$ cat src/sv/dda_line_rasterizer_unit_macros.svh
// Assertion macros shared by the line rasterizer RTL.
`ifndef DDA_LINE_RASTERIZER_UNIT_MACROS_SVH
`define DDA_LINE_RASTERIZER_UNIT_MACROS_SVH

// The consequent must hold in the same cycle as the antecedent.
`define DDA_ASSERT_SAME(label, clock, reset, ante, cons, msg) \
  label: assert property (@(posedge clock) disable iff (reset) (ante) |-> (cons)) \
    else $error(msg);

// The consequent must hold in the cycle after the antecedent.
`define DDA_ASSERT_NEXT(label, clock, reset, ante, cons, msg) \
  label: assert property (@(posedge clock) disable iff (reset) (ante) |=> (cons)) \
    else $error(msg);

`endif

$ cat src/sv/dda_pkg.sv
// Types and constants shared by the line rasterizer modules.
`timescale 1ns / 1ps

package dda_pkg;

  localparam int COORD_W        = 6;
  localparam int GRID_SIZE      = 64;
  localparam int JOB_FIFO_DEPTH = 2;
  // Signed remainder width: covers -2*steps up to just under 4*steps.
  localparam int REM_W          = COORD_W + 3;

  typedef logic [COORD_W-1:0] coord_t;

  typedef struct packed {
    coord_t x_start;
    coord_t y_start;
    coord_t x_end;
    coord_t y_end;
  } segment_t;

  typedef struct packed {
    coord_t pixel_x;
    coord_t pixel_y;
    logic   last_pixel;
  } pixel_t;

  // A classified segment, ready for the stepper.
  typedef struct packed {
    coord_t x_start;
    coord_t y_start;
    coord_t adx;
    coord_t ady;
    logic   dx_neg;
    logic   dy_neg;
    coord_t steps;
  } job_t;

endpackage

$ cat src/sv/dda_line_rasterizer_unit.sv
// Top level of the DDA line rasterizer.
`timescale 1ns / 1ps
// Usage:
// The input channel takes one segment word (two grid endpoints) when push is
// high and full is low. The output channel is read like a queue: while empty is
// low the oldest pixel word sits on pixel, and pop with empty low takes it.
// Each segment yields max(|dx|,|dy|)+1 pixel words from start to end, with
// last_pixel set on the final one. Endpoints beyond the grid are clamped.
// Path: the first pixel of a segment passes the front-end register, the job
// queue write and the stepper load before the output register is written.
// Throughput: the stepper emits one pixel per cycle unless the output stalls,
// once a segment is loaded, and loads the next one only after its last pixel.
// The front end and the two-entry job queue keep taking segments while the
// stepper works, so full rises only when all of them are occupied.
// When the receiver stalls the pixel word holds and the stepper pauses;
// nothing is lost. A synchronous reset on rst empties the queue and the output.

module dda_line_rasterizer_unit #(
  parameter int GRID_SIZE = dda_pkg::GRID_SIZE
) (
  input  logic              clk,
  input  logic              rst,
  input  logic              push,
  output logic              full,
  input  dda_pkg::segment_t segment,
  output logic              empty,
  input  logic              pop,
  output dda_pkg::pixel_t   pixel
);

  logic          front_valid, fifo_ready, job_valid, job_ready;
  dda_pkg::job_t front_job, queued_job;

  // Clamp and classify each segment word.
  dda_front #(
    .GRID_SIZE(GRID_SIZE)
  ) u_front (
    .clk      (clk),
    .rst      (rst),
    .push     (push),
    .full     (full),
    .segment  (segment),
    .job_valid(front_valid),
    .job_ready(fifo_ready),
    .job      (front_job)
  );

  // Decouples the front end from the stepper.
  dda_job_fifo #(
    .DEPTH(dda_pkg::JOB_FIFO_DEPTH)
  ) u_fifo (
    .clk     (clk),
    .rst     (rst),
    .wr_valid(front_valid),
    .wr_ready(fifo_ready),
    .wr_job  (front_job),
    .rd_valid(job_valid),
    .rd_ready(job_ready),
    .rd_job  (queued_job)
  );

  // Incremental rounding walk; one pixel word per cycle unless the output stalls.
  dda_stepper u_stepper (
    .clk      (clk),
    .rst      (rst),
    .job_valid(job_valid),
    .job_ready(job_ready),
    .job      (queued_job),
    .empty    (empty),
    .pop      (pop),
    .pixel    (pixel)
  );

endmodule

$ cat src/sv/dda_front.sv
// Front end: accepts segments, clamps them to the grid and classifies them.
`timescale 1ns / 1ps

module dda_front #(
  parameter int GRID_SIZE = dda_pkg::GRID_SIZE
) (
  input  logic              clk,
  input  logic              rst,
  input  logic              push,
  output logic              full,
  input  dda_pkg::segment_t segment,
  output logic              job_valid,
  input  logic              job_ready,
  output dda_pkg::job_t     job
);

  localparam dda_pkg::coord_t CoordMax = dda_pkg::COORD_W'(GRID_SIZE - 1);

  dda_pkg::coord_t xs, ys, xe, ye;
  dda_pkg::coord_t adx, ady;
  logic            dx_neg, dy_neg;
  dda_pkg::job_t   job_next;

  function automatic dda_pkg::coord_t clamp(input dda_pkg::coord_t v);
    clamp = (v > CoordMax) ? CoordMax : v;
  endfunction

  always_comb begin
    xs     = clamp(segment.x_start);
    ys     = clamp(segment.y_start);
    xe     = clamp(segment.x_end);
    ye     = clamp(segment.y_end);
    dx_neg = xe < xs;
    dy_neg = ye < ys;
    adx    = dx_neg ? (xs - xe) : (xe - xs);
    ady    = dy_neg ? (ys - ye) : (ye - ys);
    job_next.x_start = xs;
    job_next.y_start = ys;
    job_next.adx     = adx;
    job_next.ady     = ady;
    job_next.dx_neg  = dx_neg;
    job_next.dy_neg  = dy_neg;
    job_next.steps   = (adx > ady) ? adx : ady;
  end

  assign full = job_valid && !job_ready;

  always_ff @(posedge clk) begin
    if (rst) begin
      job_valid <= 1'b0;
    end else if (!full) begin
      job_valid <= push;
    end
    if (!full && push) begin
      job <= job_next;
    end
  end

endmodule

$ cat src/sv/dda_job_fifo.sv
// Short job queue between the front end and the stepper.
`timescale 1ns / 1ps
`include "dda_line_rasterizer_unit_macros.svh"

module dda_job_fifo #(
  parameter int DEPTH = dda_pkg::JOB_FIFO_DEPTH
) (
  input  logic          clk,
  input  logic          rst,
  input  logic          wr_valid,
  output logic          wr_ready,
  input  dda_pkg::job_t wr_job,
  output logic          rd_valid,
  input  logic          rd_ready,
  output dda_pkg::job_t rd_job
);

  localparam int PTR_W = (DEPTH > 1) ? $clog2(DEPTH) : 1;
  localparam int CNT_W = $clog2(DEPTH + 1);

  dda_pkg::job_t    slots [DEPTH];
  logic [PTR_W-1:0] wr_ptr, rd_ptr;
  logic [CNT_W-1:0] count;
  logic             do_wr, do_rd;

  function automatic logic [PTR_W-1:0] bump(input logic [PTR_W-1:0] p);
    bump = (p == PTR_W'(DEPTH - 1)) ? '0 : p + PTR_W'(1);
  endfunction

  assign wr_ready = count != CNT_W'(DEPTH);
  assign rd_valid = count != '0;
  assign rd_job   = slots[rd_ptr];
  assign do_wr    = wr_valid && wr_ready;
  assign do_rd    = rd_valid && rd_ready;

  always_ff @(posedge clk) begin
    if (rst) begin
      wr_ptr <= '0;
      rd_ptr <= '0;
      count  <= '0;
    end else begin
      if (do_wr) begin
        wr_ptr <= bump(wr_ptr);
      end
      if (do_rd) begin
        rd_ptr <= bump(rd_ptr);
      end
      if (do_wr && !do_rd) begin
        count <= count + CNT_W'(1);
      end else if (do_rd && !do_wr) begin
        count <= count - CNT_W'(1);
      end
    end
    if (do_wr) begin
      slots[wr_ptr] <= wr_job;
    end
  end

  `DDA_ASSERT_SAME(a_fifo_bound, clk, rst, 1'b1, count <= CNT_W'(DEPTH), "job queue overfilled")

endmodule

$ cat src/sv/dda_stepper.sv
// Back end: walks one classified segment, a pixel per cycle unless stalled.
`timescale 1ns / 1ps
`include "dda_line_rasterizer_unit_macros.svh"

module dda_stepper (
  input  logic            clk,
  input  logic            rst,
  input  logic            job_valid,
  output logic            job_ready,
  input  dda_pkg::job_t   job,
  output logic            empty,
  input  logic            pop,
  output dda_pkg::pixel_t pixel
);

  localparam int RW = dda_pkg::REM_W;

  dda_pkg::job_t          cur;
  logic                   busy;
  logic                   out_valid;
  dda_pkg::coord_t        x, y, cnt;
  logic signed [RW-1:0]   rx, ry;
  logic signed [RW-1:0]   rx_sum, ry_sum, two_adx, two_ady, two_steps;
  logic                   out_space, emit, last;

  assign empty     = !out_valid;
  assign job_ready = !busy;
  assign out_space = !out_valid || pop;
  assign emit      = busy && out_space;
  assign last      = cnt == cur.steps;

  always_comb begin
    two_adx   = RW'({cur.adx, 1'b0});
    two_ady   = RW'({cur.ady, 1'b0});
    two_steps = RW'({cur.steps, 1'b0});
    rx_sum    = cur.dx_neg ? (rx - two_adx) : (rx + two_adx);
    ry_sum    = cur.dy_neg ? (ry - two_ady) : (ry + two_ady);
  end

  always_ff @(posedge clk) begin
    if (rst) begin
      busy      <= 1'b0;
      out_valid <= 1'b0;
    end else begin
      // The output word stays valid until popped, and a new one lands on emit.
      out_valid <= emit || (out_valid && !pop);
      if (emit) begin
        if (last) begin
          busy <= 1'b0;
        end
      end else if (!busy && job_valid) begin
        busy <= 1'b1;
      end
    end

    if (emit) begin
      pixel.pixel_x    <= x;
      pixel.pixel_y    <= y;
      pixel.last_pixel <= last;
      cnt              <= cnt + dda_pkg::COORD_W'(1);
      // The remainder stays in [0, 2*steps); one correction per step suffices.
      if (!cur.dx_neg && rx_sum >= two_steps) begin
        rx <= rx_sum - two_steps;
        x  <= x + dda_pkg::COORD_W'(1);
      end else if (cur.dx_neg && rx_sum < 0) begin
        rx <= rx_sum + two_steps;
        x  <= x - dda_pkg::COORD_W'(1);
      end else begin
        rx <= rx_sum;
      end
      if (!cur.dy_neg && ry_sum >= two_steps) begin
        ry <= ry_sum - two_steps;
        y  <= y + dda_pkg::COORD_W'(1);
      end else if (cur.dy_neg && ry_sum < 0) begin
        ry <= ry_sum + two_steps;
        y  <= y - dda_pkg::COORD_W'(1);
      end else begin
        ry <= ry_sum;
      end
    end else if (!busy && job_valid) begin
      cur <= job;
      x   <= job.x_start;
      y   <= job.y_start;
      cnt <= '0;
      rx  <= RW'(job.steps);
      ry  <= RW'(job.steps);
    end
  end

  `DDA_ASSERT_SAME(a_cnt_bound, clk, rst, busy, cnt <= cur.steps, "step count ran past the segment")
  `DDA_ASSERT_SAME(a_rem_range, clk, rst, busy && cur.steps != '0,
    rx >= 0 && rx < two_steps && ry >= 0 && ry < two_steps, "remainder left its range")
  `DDA_ASSERT_SAME(a_end_rem, clk, rst, emit && last,
    rx == RW'(cur.steps) && ry == RW'(cur.steps), "segment did not close on its end point")
  `DDA_ASSERT_NEXT(a_keep_busy, clk, rst, emit && !last, busy, "segment dropped before its last pixel")

endmodule
$ cat config.mk
export PLATFORM = sky130hd
export DESIGN_NAME = dda_line_rasterizer_unit
export DESIGN_NICKNAME = d
export VERILOG_FILES = /design/src/sv/dda_pkg.sv /design/src/sv/dda_line_rasterizer_unit.sv /design/src/sv/dda_front.sv /design/src/sv/dda_job_fifo.sv /design/src/sv/dda_stepper.sv
export VERILOG_INCLUDE_DIRS = /design/src /design/src/sv
export SDC_FILE = /design/constraint.sdc
export NUM_CORES = 1
export LEC_CHECK = 0
export ABC_AREA = 1
export BUFFER_PORTS_ARGS = -buffer_cell sky130_fd_sc_hd__buf_2
export CORE_ASPECT_RATIO = 1.4
export CORE_MARGIN = 2
export CORE_UTILIZATION = 45
export CTS_BUF_LIST = sky130_fd_sc_hd__clkbuf_16
export DETAILED_ROUTE_END_ITERATION = 8
export HOLD_SLACK_MARGIN = 0.1
export PLACE_DENSITY = 0.62
export SKIP_LAST_GASP = 1
export SLEW_MARGIN = 20
export SYNTH_ARGS = -nofsm -noshare
export SYNTH_HDL_FRONTEND = slang
export SYNTH_HIERARCHICAL = 1
export SYNTH_SLANG_ARGS = --single-unit
$ cat constraint.sdc
create_clock -name clk -period 10.2 [get_ports clk]
set_input_delay 1.02 -clock clk [delete_from_list [all_inputs] [get_ports clk]]
set_output_delay 1.02 -clock clk [all_outputs]
set_load 0.005 [all_outputs]
==> flow_metrics.tcl <==
set metrics [dict create \
    synthDistinctLibCells 48 \
    finalSetupTns_ns 0 \
    synth_commonest_cells "nand2_1 (242), inv_1 (165), edfxtp_1 (164)" \
    max_freq_mhz 202 \
    layout_worst_path_cycle_share_pct 48.6 \
    cts_root_buffer "clkbuf_16" \
    critPathMaxStageDelay_ns 0.48 \
    drc 0 \
    yosysTopAreaCell "edfxtp_1" \
    avgRoutedWirePerCell_um 14.2 \
    clk_latency_ns 0.43 \
    cts_tree "done" \
    hpwl_um 15800 \
    end_kind "flop" \
    antennaDiodeCount 0 \
    dieArea_um2 25200 \
    avgViaCountPerCell 4.94 \
    ys_seq_area_share_pct 47.2 \
    slew_headroom_pct 43.1 \
    yosysMostFrequentCell "nand2_1" \
    ys_ff_latch 172 \
    cp_data_required_time_ns 10.38 \
    cts.htree.levels 4 \
    slew_viol_final 0 \
    finalWorstSetupSlack_ns 5.24 \
    syn-num-nets 1212 \
    synth-main-ff-cell "edfxtp_1" \
    ctsResizeCount 0 \
    die_height_um 187 \
    cp.arrival_ns 5.14 \
    drt_iter0_drc 467 \
    portBuffers 42 \
    r2r_setup_slack_ns 5.24 \
    dp_slack_ns 5.26 \
    grt_pass1_wl_um 34000 \
    ant_nets 0 \
    syn_avg_cell_area_um2 9.81 \
    first_global_vias 7087 \
    synthCells 1098 \
    synth_top_area_share_pct 45.7 \
    gp_congestion 0.864 \
    layout.cells.non_filler 1444 \
    r2r_cells 30 \
    critical_path_class "flop to flop" \
    io_pins 43 \
    cpMaxStageDelayCell "ha_1" \
    num-nets-final 1235 \
    cts.clk_slew.worst_paths_ns 0.06 \
    die_w_um 135 \
    drt_first_pass_iters 5 \
    cts_max_path_buffers 2 \
    hp-class "flop to flop" \
    critPathMaxFanout 15 \
    yosysWarnings 6 \
    hold_depth 0 \
    synthTopCellsByArea "edfxtp_1 (46%), ha_1 (8.6%), nand2_1 (8.4%)" \
    cp-start-kind "flop" \
    clock_skew_ns 0.0102 \
    routed_wl_um 20600 \
    std_cell_rows 67 \
    globalRouteOverflowTotal 0 \
    syn_to_final_growth_pct 8.69 \
    synthArstFlopShare_pct 0 \
    num_vias 7131 \
    start_util_pct 45.4 \
    min_period_ns 4.96 \
    tightest_slew_ns 0.853 \
    antenna_found_initial 0 \
    dp_cells 1412 \
    synth-edff-count 164 \
    grt_max_degree 38 \
    syn_area_um2 10800 \
    hold_violations 0 \
    coreArea_um2 23700 \
    status "finished clean" \
    timing.max_cap.violations 0 \
    cts_hold_buf 0 \
    drive_above_1_share_pct 16.3 \
    setup_viol 0 \
    crit_path_frequent_cell "inv_1" \
    cts_buffers 17 \
    cts.sinks 172 \
    cts_setup_buffers 0 \
    grt_use_total_pct 17.0 \
    rsz0062_at_grt "false" \
]
==> sequential cells by signal (all words and copies together) (netlist names), named ones only <==
register	cells
u_fifo/count	2
u_fifo/rd_ptr	1
u_fifo/slots	64
u_fifo/wr_ptr	1
u_front/job	32
u_front/job_valid	1
u_stepper/busy	1
u_stepper/cnt	6
u_stepper/cur	20
u_stepper/out_valid	1
u_stepper/pixel	13
u_stepper/rx	9
u_stepper/ry	8
u_stepper/x	6
u_stepper/y	6
==> area by class of cell <==
type                    instances  area, um^2
fillers                      2129       12000
multi-input cells             710        4740
clock inverters                15         151
clock buffers                  17         425
flip-flops and latches        172        5090
repair buffers                 49         263
inverters                     171         647
well taps                     310         388
==> through the flow <==
stage	area (um^2)	utilization [%]	hold WS [ns]
5_1_grt	11700	49.3	0.452
6_report	11700	49.3	0.444
3_3_place_gp	11100	46.9	0.424
4_1_cts	11700	49.3	0.445
3_5_place_dp	11100	46.9	0.430
2_1_floorplan	10800	-	0.421
==> layer usage <==
layer	share of wire (%)	track usage [%]	vias to the layer above
met2	54	31.6	105
met4	2.5	7.13	0
met1	42	19.5	3352
met3	2.1	2.17	31
li1	-	-	3643
met5	0	0	-
==> worst paths after layout <==
| check | startpoint | endpoint |
|---|---|---|
| hold / removal | u_front/job[8] | u_fifo/slots[1][8] |
| setup reg to reg | u_stepper/cur[9] | u_stepper/y[5] |
| hold reg to reg | u_front/job[8] | u_fifo/slots[1][8] |
| setup / recovery | u_stepper/cur[9] | u_stepper/y[5] |
==> cell usage in the layout, fill, tap and decap left out, types with 4 or more instances in the layout <==
cell type and count:
edfxtp_1 164, nand2_2 28, dfxtp_1 7, nand3b_1 5
a31oi_1 8, nor2_1 42, mux2_4 30, clkbuf_16 17
nand4_1 14, ha_1 74, fa_1 12, inv_6 4
a21oi_1 44, buf_2 42, a21o_1 5, nand3_1 68
nand2_1 242, inv_1 168, xnor2_1 12, nand3_2 11
nor2_2 9, inv_2 5, buf_4 7, o21ai_1 6
xor2_1 37, o21ai_0 25
==> kinds of logic (layout without fill, tap and decap cells) <==
logic type	after synthesis	count (layout)	synth area share (%)
AOI/OAI and AO/OA	107	107	6.01
xor gates and xnor gates	49	49	3.99
adders and majority gates	86	86	10.8
buffers and inverters	216	252	8.80
DFF	172	172	47.2
muxes	32	32	4.39
and+or+nand+nor	436	436	18.8
==> worst max-delay path, delay by kind of cell, from the launching register on <==
family	cells	cell delay (ns)
adder cells (fa/ha/maj)	4	1.37
flip-flops	1	0.42
AO/OA/AOI/OAI	3	0.55
buffers and inverters	6	0.40
AND/OR/NAND/NOR	14	1.51
XOR/XNOR	3	0.47
Power is left out: the tool's default activity adds up to more than one toggle a clock period on the data nets, which glitch-free logic cannot reach.
